<file path="src/hdl/pcs_pkg.sv">
// Shared constants, widths and types of the PUCT child select unit.
package pcs_pkg;

    localparam int MAX_CHILDREN = 256;
    localparam int VISIT_BITS   = 16;
    localparam int VISIT_KEEP   = (VISIT_BITS < 16) ? VISIT_BITS : 16;
    localparam logic [15:0] VISIT_MASK = 16'((32'd1 << VISIT_KEEP) - 32'd1);

    localparam int POS_W    = $clog2(MAX_CHILDREN + 1);
    localparam int SUM_W    = 33;
    localparam int VIS_W    = 16;
    localparam int PRIOR_W  = 17;
    localparam int WEIGHT_W = 16;
    localparam int INDEX_W  = 8;
    localparam int SCORE_W  = 30;

    localparam int DIVIDEND_W = 33;
    localparam int DIVISOR_W  = 17;
    localparam int DIV_CNT_W  = $clog2(DIVIDEND_W);

    localparam int ROOT_W     = 24;
    localparam int ROOT_REM_W = ROOT_W + 2;
    localparam int ROOT_CNT_W = $clog2(ROOT_W);

    localparam int COEF_W  = PRIOR_W + WEIGHT_W;
    localparam int ACC_W   = COEF_W + ROOT_W;
    localparam int E_SHIFT = 28;
    localparam int E_W     = ACC_W - E_SHIFT;
    localparam int WIDE_W  = DIVIDEND_W + 2;

    localparam logic signed [SCORE_W-1:0] SCORE_MIN = {1'b1, {(SCORE_W-1){1'b0}}};
    localparam logic signed [SCORE_W-1:0] SCORE_MAX = {1'b0, {(SCORE_W-1){1'b1}}};
    localparam logic signed [WIDE_W-1:0]  WIDE_MIN  = WIDE_W'(SCORE_MIN);
    localparam logic signed [WIDE_W-1:0]  WIDE_MAX  = WIDE_W'(SCORE_MAX);

    localparam logic [WEIGHT_W-1:0] WEIGHT_RESET = 16'd8192;

    localparam int APB_ADDR_W = 3;
    localparam logic [0:0] REG_EXPLORATION = 1'b0;

    typedef logic signed [SCORE_W-1:0] score_t;

    typedef struct packed {
        logic                        start;
        logic signed [SUM_W-1:0]     child_sum;
        logic [VIS_W-1:0]            visits;
        logic [PRIOR_W-1:0]          prior;
        logic [VIS_W-1:0]            parent;
        logic [WEIGHT_W-1:0]         weight;
    } req_t;

    typedef struct packed {
        logic   done;
        score_t score;
    } rsp_t;

    typedef enum logic [3:0] {
        CS_IDLE = 4'b0001,
        CS_ROOT = 4'b0010,
        CS_EDIV = 4'b0100,
        CS_SUM  = 4'b1000
    } core_state_t;

    typedef enum logic [2:0] {
        TS_IDLE = 3'b001,
        TS_CALC = 3'b010,
        TS_DONE = 3'b100
    } top_state_t;

endpackage

</file>
<file path="src/hdl/pcs_div_serial.sv">
// Restoring divider that produces one quotient bit per cycle.
module pcs_div_serial (
    input  logic                             clk,
    input  logic                             rst_n,
    input  logic                             start,
    input  logic [pcs_pkg::DIVIDEND_W-1:0]   dividend,
    input  logic [pcs_pkg::DIVISOR_W-1:0]    divisor,
    output logic                             done,
    output logic [pcs_pkg::DIVIDEND_W-1:0]   quotient
);

    logic                             busy_reg;
    logic [pcs_pkg::DIV_CNT_W-1:0]    cnt_reg;
    logic [pcs_pkg::DIVIDEND_W-1:0]   quo_reg;
    logic [pcs_pkg::DIVIDEND_W-1:0]   quo_next;
    logic [pcs_pkg::DIVISOR_W-1:0]    rem_reg;
    logic [pcs_pkg::DIVISOR_W-1:0]    rem_next;
    logic [pcs_pkg::DIVISOR_W-1:0]    den_reg;
    logic [pcs_pkg::DIVISOR_W:0]      rem_shift;
    logic                             fits;
    logic                             last_step;

    always_comb
    begin
        rem_shift = {rem_reg, quo_reg[pcs_pkg::DIVIDEND_W-1]};
        fits      = rem_shift >= {1'b0, den_reg};
        rem_next  = fits ? pcs_pkg::DIVISOR_W'(rem_shift - {1'b0, den_reg})
                         : rem_shift[pcs_pkg::DIVISOR_W-1:0];
        quo_next  = {quo_reg[pcs_pkg::DIVIDEND_W-2:0], fits};
        last_step = cnt_reg == pcs_pkg::DIV_CNT_W'(pcs_pkg::DIVIDEND_W - 1);
    end

    always_ff @(posedge clk or negedge rst_n)
    begin
        if (!rst_n)
        begin
            busy_reg <= 1'b0;
            cnt_reg  <= '0;
        end
        else if (start)
        begin
            busy_reg <= 1'b1;
            cnt_reg  <= '0;
        end
        else if (busy_reg)
        begin
            cnt_reg <= cnt_reg + 1'b1;
            if (last_step)
            begin
                busy_reg <= 1'b0;
            end
        end
    end

    always_ff @(posedge clk)
    begin
        if (start)
        begin
            quo_reg <= dividend;
            rem_reg <= '0;
            den_reg <= divisor;
        end
        else if (busy_reg)
        begin
            quo_reg <= quo_next;
            rem_reg <= rem_next;
        end
    end

    assign done     = busy_reg && last_step;
    assign quotient = quo_reg;

endmodule

</file>
<file path="src/hdl/pcs_sqrt_serial.sv">
// Digit-by-digit square root of parent_visits * 2^32, one root bit per cycle, MSB first.
module pcs_sqrt_serial (
    input  logic                         clk,
    input  logic                         rst_n,
    input  logic                         start,
    input  logic [pcs_pkg::VIS_W-1:0]    radicand,
    output logic                         bit_valid,
    output logic                         root_bit,
    output logic                         done
);

    logic                              busy_reg;
    logic [pcs_pkg::ROOT_CNT_W-1:0]    cnt_reg;
    logic [pcs_pkg::VIS_W-1:0]         rad_reg;
    logic [pcs_pkg::ROOT_REM_W-1:0]    rem_reg;
    logic [pcs_pkg::ROOT_REM_W-1:0]    rem_next;
    logic [pcs_pkg::ROOT_W-1:0]        root_reg;
    logic [pcs_pkg::ROOT_REM_W+1:0]    rem_shift;
    logic [pcs_pkg::ROOT_REM_W+1:0]    trial;
    logic                              fits;
    logic                              last_step;

    always_comb
    begin
        rem_shift = {rem_reg, rad_reg[pcs_pkg::VIS_W-1 -: 2]};
        trial     = (pcs_pkg::ROOT_REM_W + 2)'({root_reg, 2'b01});
        fits      = rem_shift >= trial;
        rem_next  = fits ? pcs_pkg::ROOT_REM_W'(rem_shift - trial)
                         : rem_shift[pcs_pkg::ROOT_REM_W-1:0];
        last_step = cnt_reg == pcs_pkg::ROOT_CNT_W'(pcs_pkg::ROOT_W - 1);
    end

    always_ff @(posedge clk or negedge rst_n)
    begin
        if (!rst_n)
        begin
            busy_reg <= 1'b0;
            cnt_reg  <= '0;
        end
        else if (start)
        begin
            busy_reg <= 1'b1;
            cnt_reg  <= '0;
        end
        else if (busy_reg)
        begin
            cnt_reg <= cnt_reg + 1'b1;
            if (last_step)
            begin
                busy_reg <= 1'b0;
            end
        end
    end

    always_ff @(posedge clk)
    begin
        if (start)
        begin
            rad_reg  <= radicand;
            rem_reg  <= '0;
            root_reg <= '0;
        end
        else if (busy_reg)
        begin
            rad_reg  <= {rad_reg[pcs_pkg::VIS_W-3:0], 2'b00};
            rem_reg  <= rem_next;
            root_reg <= {root_reg[pcs_pkg::ROOT_W-2:0], fits};
        end
    end

    assign bit_valid = busy_reg;
    assign root_bit  = fits;
    assign done      = busy_reg && last_step;

endmodule

</file>
<file path="src/hdl/pcs_score_core.sv">
// Score of one child: serial root, shift-add product, two serial divides, saturating sum.
module pcs_score_core (
    input  logic            clk,
    input  logic            rst_n,
    input  pcs_pkg::req_t   req,
    output pcs_pkg::rsp_t   rsp
);

    pcs_pkg::core_state_t              state_reg;
    pcs_pkg::core_state_t              state_next;

    logic                              neg_reg;
    logic                              vis_zero_reg;
    logic [pcs_pkg::DIVISOR_W-1:0]     vis1_reg;
    logic [pcs_pkg::COEF_W-1:0]        coef_reg;
    logic [pcs_pkg::ACC_W-1:0]         acc_reg;
    logic [pcs_pkg::ACC_W-1:0]         acc_next;
    logic                              done_reg;
    pcs_pkg::score_t                   score_reg;
    pcs_pkg::score_t                   score_next;

    logic [pcs_pkg::VIS_W-1:0]         visits_m;
    logic [pcs_pkg::VIS_W-1:0]         parent_m;
    logic [pcs_pkg::SUM_W-1:0]         raw_sum;
    logic [pcs_pkg::SUM_W-1:0]         mag;

    logic                              root_valid;
    logic                              root_bit;
    logic                              root_done;
    logic                              qdiv_done;
    logic [pcs_pkg::DIVIDEND_W-1:0]    q_quo;
    logic                              ediv_done;
    logic [pcs_pkg::DIVIDEND_W-1:0]    e_quo;

    logic signed [pcs_pkg::WIDE_W-1:0] q_wide;
    logic signed [pcs_pkg::WIDE_W-1:0] e_wide;
    logic signed [pcs_pkg::WIDE_W-1:0] sum_wide;

    always_comb
    begin
        visits_m = req.visits & pcs_pkg::VISIT_MASK;
        parent_m = req.parent & pcs_pkg::VISIT_MASK;
        raw_sum  = req.child_sum;
        mag      = raw_sum[pcs_pkg::SUM_W-1] ? pcs_pkg::SUM_W'(~raw_sum + 1'b1) : raw_sum;
        acc_next = {acc_reg[pcs_pkg::ACC_W-2:0], 1'b0}
                 + (root_bit ? pcs_pkg::ACC_W'(coef_reg) : '0);
    end

    pcs_sqrt_serial u_sqrt (
        .clk       (clk),
        .rst_n     (rst_n),
        .start     (req.start),
        .radicand  (parent_m),
        .bit_valid (root_valid),
        .root_bit  (root_bit),
        .done      (root_done)
    );

    pcs_div_serial u_qdiv (
        .clk      (clk),
        .rst_n    (rst_n),
        .start    (req.start),
        .dividend (mag),
        .divisor  (pcs_pkg::DIVISOR_W'(visits_m)),
        .done     (qdiv_done),
        .quotient (q_quo)
    );

    pcs_div_serial u_ediv (
        .clk      (clk),
        .rst_n    (rst_n),
        .start    (root_done),
        .dividend (pcs_pkg::DIVIDEND_W'(acc_next[pcs_pkg::ACC_W-1:pcs_pkg::E_SHIFT])),
        .divisor  (vis1_reg),
        .done     (ediv_done),
        .quotient (e_quo)
    );

    always_comb
    begin
        if (vis_zero_reg)
        begin
            q_wide = '0;
        end
        else if (neg_reg)
        begin
            q_wide = -$signed({2'b00, q_quo});
        end
        else
        begin
            q_wide = $signed({2'b00, q_quo});
        end
        e_wide   = $signed(pcs_pkg::WIDE_W'(e_quo[pcs_pkg::E_W-1:0]));
        sum_wide = q_wide + e_wide;
        if (sum_wide > pcs_pkg::WIDE_MAX)
        begin
            score_next = pcs_pkg::SCORE_MAX;
        end
        else if (sum_wide < pcs_pkg::WIDE_MIN)
        begin
            score_next = pcs_pkg::SCORE_MIN;
        end
        else
        begin
            score_next = pcs_pkg::SCORE_W'(sum_wide);
        end
    end

    always_comb
    begin
        state_next = state_reg;
        case (state_reg)
            pcs_pkg::CS_IDLE:
            begin
                if (req.start)
                begin
                    state_next = pcs_pkg::CS_ROOT;
                end
            end
            pcs_pkg::CS_ROOT:
            begin
                if (root_done)
                begin
                    state_next = pcs_pkg::CS_EDIV;
                end
            end
            pcs_pkg::CS_EDIV:
            begin
                if (ediv_done && !qdiv_done)
                begin
                    state_next = pcs_pkg::CS_SUM;
                end
            end
            pcs_pkg::CS_SUM:
            begin
                state_next = pcs_pkg::CS_IDLE;
            end
            default:
            begin
                state_next = pcs_pkg::CS_IDLE;
            end
        endcase
    end

    always_ff @(posedge clk or negedge rst_n)
    begin
        if (!rst_n)
        begin
            state_reg <= pcs_pkg::CS_IDLE;
            done_reg  <= 1'b0;
        end
        else
        begin
            state_reg <= state_next;
            done_reg  <= state_reg == pcs_pkg::CS_SUM;
        end
    end

    always_ff @(posedge clk)
    begin
        if (req.start)
        begin
            neg_reg      <= raw_sum[pcs_pkg::SUM_W-1];
            vis_zero_reg <= visits_m == '0;
            vis1_reg     <= pcs_pkg::DIVISOR_W'(visits_m) + 1'b1;
            coef_reg     <= pcs_pkg::COEF_W'(req.prior) * pcs_pkg::COEF_W'(req.weight);
            acc_reg      <= '0;
        end
        else if (root_valid)
        begin
            acc_reg <= acc_next;
        end
        if (state_reg == pcs_pkg::CS_SUM)
        begin
            score_reg <= score_next;
        end
    end

    assign rsp.done  = done_reg;
    assign rsp.score = score_reg;

endmodule

</file>
<file path="src/hdl/puct_child_select_unit.sv">
// Top level of the PUCT child select unit: handshake, register port, running best.
//
// Children of one node arrive on the child channel (child_valid / child_stall),
// one transfer per child, with the parent's visit count repeated on each.
// The unit scores each child and keeps the strictly greatest score; the first
// child wins ties. A transfer with last_child set ends the node: one result
// transfer (chosen_index, best_score) follows on the result channel and the
// running state clears for the next node.
// Each scored child passes in order from its transfer to the next free slot
// through the serial square root (one root bit per cycle, while the
// product is accumulated), the serial divider that forms the exploration
// term, and the sum, compare and handoff steps.
// child_stall is high whenever the unit is not idle: while a child is scored
// and while a node end waits for the output register.
// The result sits in an output register; a stalled result holds there while
// the next child is taken and scored, and a node end waits only if the
// register is still full. Children past MAX_CHILDREN are not scored.
// Reset clears the running best, the child count and the output valid, and
// sets exploration_weight to 2.0 (Q4.12). Write exploration_weight only while idle.
module puct_child_select_unit (
    input  logic                               clk,
    input  logic                               rst_n,

    input  logic                               psel,
    input  logic                               penable,
    input  logic                               pwrite,
    input  logic [pcs_pkg::APB_ADDR_W-1:0]     paddr,
    input  logic [31:0]                        pwdata,
    output logic [31:0]                        prdata,
    output logic                               pready,

    input  logic                               child_valid,
    output logic                               child_stall,
    input  logic signed [pcs_pkg::SUM_W-1:0]   child_value_sum,
    input  logic [pcs_pkg::VIS_W-1:0]          child_visits,
    input  logic [pcs_pkg::PRIOR_W-1:0]        child_prior,
    input  logic [pcs_pkg::VIS_W-1:0]          parent_visits,
    input  logic                               last_child,

    output logic                               result_valid,
    input  logic                               result_stall,
    output logic [pcs_pkg::INDEX_W-1:0]        chosen_index,
    output logic signed [pcs_pkg::SCORE_W-1:0] best_score
);

    pcs_pkg::top_state_t               state_reg;
    pcs_pkg::top_state_t               state_next;
    logic [pcs_pkg::WEIGHT_W-1:0]      weight_reg;
    logic [pcs_pkg::POS_W-1:0]         pos_reg;
    logic [pcs_pkg::POS_W-1:0]         pos_next;
    pcs_pkg::score_t                   run_score_reg;
    pcs_pkg::score_t                   run_score_next;
    logic [pcs_pkg::INDEX_W-1:0]       run_idx_reg;
    logic [pcs_pkg::INDEX_W-1:0]       run_idx_next;
    logic                              last_reg;
    logic                              last_next;
    logic                              result_valid_reg;
    logic                              result_valid_next;
    logic [pcs_pkg::INDEX_W-1:0]       chosen_index_reg;
    pcs_pkg::score_t                   best_score_reg;

    logic                              accept;
    logic                              out_free;
    logic                              load_out;
    logic                              cfg_write;
    pcs_pkg::req_t                     req;
    pcs_pkg::rsp_t                     rsp;

    assign pready    = 1'b1;
    assign cfg_write = psel && penable && pwrite
                    && (paddr[2:2] == pcs_pkg::REG_EXPLORATION);
    assign prdata    = (paddr[2:2] == pcs_pkg::REG_EXPLORATION)
                     ? 32'(weight_reg) : 32'd0;

    assign child_stall = state_reg != pcs_pkg::TS_IDLE;
    assign accept      = child_valid && !child_stall;
    assign out_free    = !result_valid_reg || !result_stall;

    always_comb
    begin
        req.start     = accept && (pos_reg < pcs_pkg::POS_W'(pcs_pkg::MAX_CHILDREN));
        req.child_sum = child_value_sum;
        req.visits    = child_visits;
        req.prior     = child_prior;
        req.parent    = parent_visits;
        req.weight    = weight_reg;
    end

    pcs_score_core u_core (
        .clk   (clk),
        .rst_n (rst_n),
        .req   (req),
        .rsp   (rsp)
    );

    always_comb
    begin
        state_next        = state_reg;
        pos_next          = pos_reg;
        run_score_next    = run_score_reg;
        run_idx_next      = run_idx_reg;
        last_next         = last_reg;
        result_valid_next = result_valid_reg && result_stall;
        load_out          = 1'b0;
        case (state_reg)
            pcs_pkg::TS_IDLE:
            begin
                if (accept)
                begin
                    last_next  = last_child;
                    state_next = req.start ? pcs_pkg::TS_CALC : pcs_pkg::TS_DONE;
                end
            end
            pcs_pkg::TS_CALC:
            begin
                if (rsp.done)
                begin
                    if ((pos_reg == '0) || (rsp.score > run_score_reg))
                    begin
                        run_score_next = rsp.score;
                        run_idx_next   = pcs_pkg::INDEX_W'(pos_reg);
                    end
                    pos_next   = pos_reg + 1'b1;
                    state_next = pcs_pkg::TS_DONE;
                end
            end
            pcs_pkg::TS_DONE:
            begin
                if (!last_reg)
                begin
                    state_next = pcs_pkg::TS_IDLE;
                end
                else if (out_free)
                begin
                    load_out          = 1'b1;
                    result_valid_next = 1'b1;
                    run_score_next    = pcs_pkg::SCORE_MIN;
                    run_idx_next      = '0;
                    pos_next          = '0;
                    state_next        = pcs_pkg::TS_IDLE;
                end
            end
            default:
            begin
                state_next = pcs_pkg::TS_IDLE;
            end
        endcase
    end

    always_ff @(posedge clk or negedge rst_n)
    begin
        if (!rst_n)
        begin
            state_reg        <= pcs_pkg::TS_IDLE;
            weight_reg       <= pcs_pkg::WEIGHT_RESET;
            pos_reg          <= '0;
            run_score_reg    <= pcs_pkg::SCORE_MIN;
            run_idx_reg      <= '0;
            last_reg         <= 1'b0;
            result_valid_reg <= 1'b0;
        end
        else
        begin
            state_reg        <= state_next;
            pos_reg          <= pos_next;
            run_score_reg    <= run_score_next;
            run_idx_reg      <= run_idx_next;
            last_reg         <= last_next;
            result_valid_reg <= result_valid_next;
            if (cfg_write)
            begin
                weight_reg <= pwdata[pcs_pkg::WEIGHT_W-1:0];
            end
        end
    end

    always_ff @(posedge clk)
    begin
        if (load_out)
        begin
            chosen_index_reg <= run_idx_reg;
            best_score_reg   <= run_score_reg;
        end
    end

    assign result_valid = result_valid_reg;
    assign chosen_index = chosen_index_reg;
    assign best_score   = best_score_reg;

endmodule

</file>
<file path="config.mk">
export PLATFORM = sky130hd
export DESIGN_NAME = puct_child_select_unit
export DESIGN_NICKNAME = d
export VERILOG_FILES = /design/src/hdl/pcs_pkg.sv /design/src/hdl/pcs_div_serial.sv /design/src/hdl/pcs_sqrt_serial.sv /design/src/hdl/pcs_score_core.sv /design/src/hdl/puct_child_select_unit.sv
export SDC_FILE = /design/constraint.sdc
export NUM_CORES = 2
export LEC_CHECK = 0
export BUFFER_PORTS_ARGS = -buffer_cell sky130_fd_sc_hd__buf_2
export CAP_MARGIN = 20
export CORE_MARGIN = 1
export CORE_UTILIZATION = 35
export DETAILED_ROUTE_END_ITERATION = 10
export REMOVE_ABC_BUFFERS = 1
export SLEW_MARGIN = 25
export SYNTH_ARGS = -nofsm -noshare
export SYNTH_HDL_FRONTEND = slang
export SYNTH_HIERARCHICAL = 1
export SYNTH_SLANG_ARGS = --single-unit
</file>
<file path="constraint.sdc">
create_clock -name clk -period 6.3 [get_ports clk]
set_input_delay 1.26 -clock clk [delete_from_list [all_inputs] [get_ports clk]]
set_output_delay 1.26 -clock clk [all_outputs]
set_load 0.01 [all_outputs]
</file>
# Yosys cells after proc, flatten, opt, wreduce, memory -nomap -nowiden
# Cells that the tools add are included.
# Widths: inputs -> output; s select.
[op_classes]
bitwise = 2
reduce_logical = 27
order_cmp = 7
addsub = 12
mul = 1
mux = 60
eq_ne = 20
[op_table]
columns = ["operator", "n"]
rows = [
  ["$mux 30", 5],
  ["$mux 33", 4],
  ["$mux 35", 2],
  ["$pmux 30 s2", 1],
  ["$mux 29", 2],
  ["$add 57x33->57", 1],
  ["$mux 16", 3],
  ["$add 35x30->35", 1],
  ["$gt 35x30->1 const B", 1],
  ["$lt 35x30->1 const B", 1],
  ["$neg 33->35", 1],
  ["$mux 17", 2],
  ["$add 33x1->33 const B", 1],
  ["$mul 17x16->33", 1],
  ["$not 33->33", 1],
  ["$mux 8", 4],
  ["$gt 30x30->1", 1],
  ["$ge 28x26->1", 1],
  ["$mux 9", 3],
  ["$mux 26", 1],
  ["$sub 26x26->26", 1],
  ["$mux 6", 4],
  ["$ge 18x16->1", 1],
  ["$ge 18x17->1", 1],
  ["39 further kinds", 85],
]
[totals]
in_bits = 125
register_bits = 468
wordCells = 162
output_inout_bits = 73

# Logic depth before layout (Yosys ltp)
[logic_depth]
depth_word = 7
mapped_depth = 27
ltp_nobuf = 24

# Cells and area by module
# Netlist, hierarchy kept.
[by_module_without_submodules]
columns = ["mod", "area_each_um2", "n_inst", "seq_area_each_um2", "cells_per_inst"]
rows = [
  ["pcs_score_core", 19535.0, 1, 3709.8, 2220],
  ["pcs_div_serial", 4007.6, 2, 2016.9, 352],
  ["puct_child_select_unit", 5092.4, 1, 2846.5, 427],
  ["pcs_sqrt_serial", 4533.1, 1, 1631.6, 510],
]

# Least setup slack after synthesis
# Ideal clock, no wire load.
[synth_timing]
kind = "in2reg"
from = "input child_prior[5] (netlist bit)"
to = "register u_core/coef_reg[27] (netlist bit), data pin"
arrival_time_ns = 6.733
setup_time_ns = 0.255
path_stages = 22
setup_slack_ns = -0.688
n_path_buf = 1
required_ns = 6.045
path_cell_list = "clkbuf_1 and2_1 fa_1 inv_1 fa_1 fa_1 fa_1 inv_1 fa_1 inv_1 fa_1 inv_1 ha_1 a21o_1 a21o_1 a221oi_1 o211ai_1 a21oi_1 o21ai_0 a21oi_1 o21ai_0 and3_1"
[synth_via]
elab_chain_cells = 1
[synth_lines]
columns = ["element", "line_no", "source"]
rows = [
  ["start: declaration", "puct_child_select_unit.sv:36", "input logic [pcs_pkg::PRIOR_W-1:0] child_prior,"],
  ["$mul 17x16->33", "pcs_score_core.sv:166", "coef_reg <= pcs_pkg::COEF_W'(req.prior) * pcs_pkg::COEF_W'(req.weight);"],
  ["end signal: assignment", "pcs_score_core.sv:166", ""],
  ["end: declaration", "pcs_score_core.sv:15", "logic [pcs_pkg::COEF_W-1:0] coef_reg;"],
]
# Every way passes these cells.
# A chain may end at the register's enable or synchronous reset.

# Worst setup path in the final report
[layout_timing]
from = "input child_prior[7] (netlist bit)"
to = "register u_core/coef_reg[31] (netlist bit), data pin"
# Same word-level chain as after synthesis.

==> impl_metrics.csv <==
group,metric,value,unit
run_status,status,"completed",
global_route,grt_overflow_total,0,
yosys,synth-seq-cells,469,
sta,slew_violations,0,
setup_path,cp-start-kind,"primary input",
place,globalplace.congestion,0.877,
setup_path,timing.rr.end,"u_core/coef_reg[31]",
global_route,grt_pass1_vias,27554,
place,place_hpwl,66.0,mm
finish,drive_gt1_share,16.8,%
sta,slew-limit-headroom,35.2,%
worst_hold_path,hold_path_end,"u_core/u_ediv/den_reg[10]",
setup_path,crit_required,6.72,ns
clock_network,path_clk_slew,0.06,ns
setup_path,reg2reg_slack,0.17,ns
job,maxCapViolCount,0,
yosys,ys.flop_type,"edfxtp_1",
floorplanning,num_rows,119,
yosys,syn_area,37200,µm²
route,routed-wl-met3,4.37,mm
clock_network,postCtsHoldBufs,0,
route,top_layer,"met5",
clock_network,cts_tree,"built",
route,met1_length,41.3,mm
sta,fin_crit_sh,99.3,%
sta,hold_viol,0,
yosys,avgSynthCellArea,9.63,µm²
route,drc_errors,0,
setup_path,critPathKind,"primary input to flop",
sta,setup_viol,0,
yosys,synth_area_leader_cell,"edfxtp_1",
finish,layout_commonest_cell,"nand2_1",
finish,fill_cells,10351,
setup_path,critPathCaptureType,"flop",
route,via_per_inst,4.98,
route,first_pass_iters,7,
clock_network,clock_latency,0.68,ns
clock_network,cts.sinks,469,
yosys,yosysWarnings,6,
route,drtAntennaViolNets,0,
clock_network,numCtsBuffers,57,
worst_hold_path,hold_class,"flop to flop",
sta,fin_crit,6.26,ns
clock_network,htreeDepth,2,
worst_hold_path,hold_path_depth,0,
worst_hold_path,worstHoldStart,"u_core/vis1_reg[10]",
yosys,synth.distinct_cells,110,
finish,final_util,40.7,%
finish,most-common-layout-cells,"388 x nand2_1, 383 x inv_1, 284 x nor2_1",
global_route,grt_pass1_wl,144,mm
floorplanning,ios,198,
clock_network,clk_path_buf_depth,3,
sta,fmax,160,MHz
yosys,synth.top_cell.area_share,19.1,%
setup_path,r2r_cells,24,
floorplanning,die_w,328,µm
place,portBuffers,162,
route,routed_wl,88.0,mm
yosys,ys_top_cells_by_area,"edfxtp_1 19%, fa_1 11%, ha_1 9.0%",
yosys,syn_inst,3861,
route,drt_iter0_markers,1598,
route,wl_per_cell,15.9,µm
finish,layout.nets,4710,
sta,clock_skew,0.0600,ns
global_route,grt_max_degree,149,
route,vias,27669,
setup_path,worstPathArrival,6.68,ns
global_route,antenna_found_initial,23,
yosys,async_flop_share,19.8,%
floorplanning,die_area,108000,µm²
setup_path,reg2reg_from,"weight_reg[6]",
sta,rsz0062_at_grt,"true",
floorplanning,core-area,105000,µm²
route,met2WireLength,39.8,mm
finish,syn_to_final_growth,15.2,%
finish,largest_reg_flops,56,
clock_network,cts-root-buf,"clkbuf_16",
global_route,grt.total_usage,16.3,%
floorplanning,chipHeight,328,µm
setup_path,cp_max_fo,6,
yosys,yosysSeqAreaShare,32.9,%
sta,worst_pin_slew,0.968,ns
floorplanning,initial_utilization,35.3,%
yosys,synth_edf_count,236,
per-layer routing:
layer,GRT usage [%],vias up
li1,-,13789
met1,22.0,13176
met2,26.4,524
met3,2.98,160
met4,4.97,20
met5,0,-
layout make-up:
class	count	area [µm²]	share of cell area [%]
Multi-Input combinational cell	2839	23000	53.7
Antenna cell	7	17.5	0.0409
Timing Repair Buffer	345	2330	5.45
Clock buffer	68	1530	3.57
Sequential cell	469	12200	28.6
Inverter	394	1480	3.46
Tap cell	1391	1740	4.06
Clock inverter	40	477	1.11
worst max path at each step:
stage | to | start
2_1_floorplan | u_core/u_qdiv/quotient[0] | child_valid
3_3_place_gp | u_core/coef_reg[32] | child_prior[7]
3_5_place_dp | u_core/coef_reg[32] | child_prior[7]
4_1_cts | u_core/coef_reg[32] | child_prior[7]
5_1_grt | u_core/coef_reg[31] | child_prior[2]
6_report | u_core/coef_reg[31] | child_prior[7]
synth_stat cells, drive strengths merged (10+ instances only):
| cell | number |
|---|---|
| and3 | 28 |
| nor4 | 14 |
| or4 | 10 |
| a311oi | 28 |
| dfrtp | 89 |
| and2 | 171 |
| o21a | 32 |
| nor2 | 290 |
| clkbuf | 117 |
| buf | 61 |
| xnor2 | 123 |
| a21oi | 178 |
| fa | 212 |
| nand2 | 392 |
| o21ai | 118 |
| nand3 | 62 |
| nand4 | 36 |
| xor2 | 103 |
| or2 | 17 |
| mux2 | 104 |
| nand2b | 33 |
| o21bai | 18 |
| mux2i | 102 |
| or3 | 30 |
| o211ai | 21 |
| edfxtp | 236 |
| dfxtp | 140 |
| a21o | 70 |
| a31oi | 31 |
| a31o | 14 |
| nor2b | 38 |
| nor3 | 44 |
| o31ai | 54 |
| ha | 267 |
| inv | 394 |
| a211oi | 44 |
logic make-up after synthesis:
logic type / synth area share, %
other cells: 0.0303
buf+inv: 6.50
flops: 32.9
compound gates: 13.1
mux: 5.90
simple gates: 15.9
fa+ha+maj: 20.4
xor+xnor: 5.32
through the flow:
stage          worst slack (ns)  cells  area [µm²]    TNS, ns  hold WS, ns
2_1_floorplan             -7.35   3702       36300   -1796.50        0.400
3_3_place_gp              -1.10   5430       40300     -13.37        0.401
3_5_place_dp              -1.15   5430       40300     -14.62        0.407
4_1_cts               -0.000194   5538       42400  -0.000194        0.419
5_1_grt                  -0.151   5551       42800     -0.392        0.426
6_report                 0.0410   5553       42800          0        0.415
critical path, stage by stage:
cell	delay, ns
buf_12	0.12
buf_6	0.11
and2_4	0.15
fa_1	0.49
inv_1	0.05
fa_2	0.53
fa_1	0.45
fa_1	0.53
inv_2	0.04
fa_1	0.49
inv_2	0.04
fa_1	0.51
inv_2	0.05
ha_4	0.15
a21o_1	0.17
a21o_1	0.19
a221oi_4	0.29
buf_6	0.15
o21ai_4	0.07
o211ai_1	0.30
a31oi_1	0.17
o21a_1	0.21
nor2_2	0.09
xnor2_1	0.08
timing repair:
action,in CTS,in global routing
buffers inserted,1,8
resized for setup,36,78
pin swaps,26,81
setup endpoints to repair,11,10
endpoints found under the hold margin,0,0
Power is not shown: default switching activity piles up to over one toggle a cycle in this logic, so the estimate is an artifact.
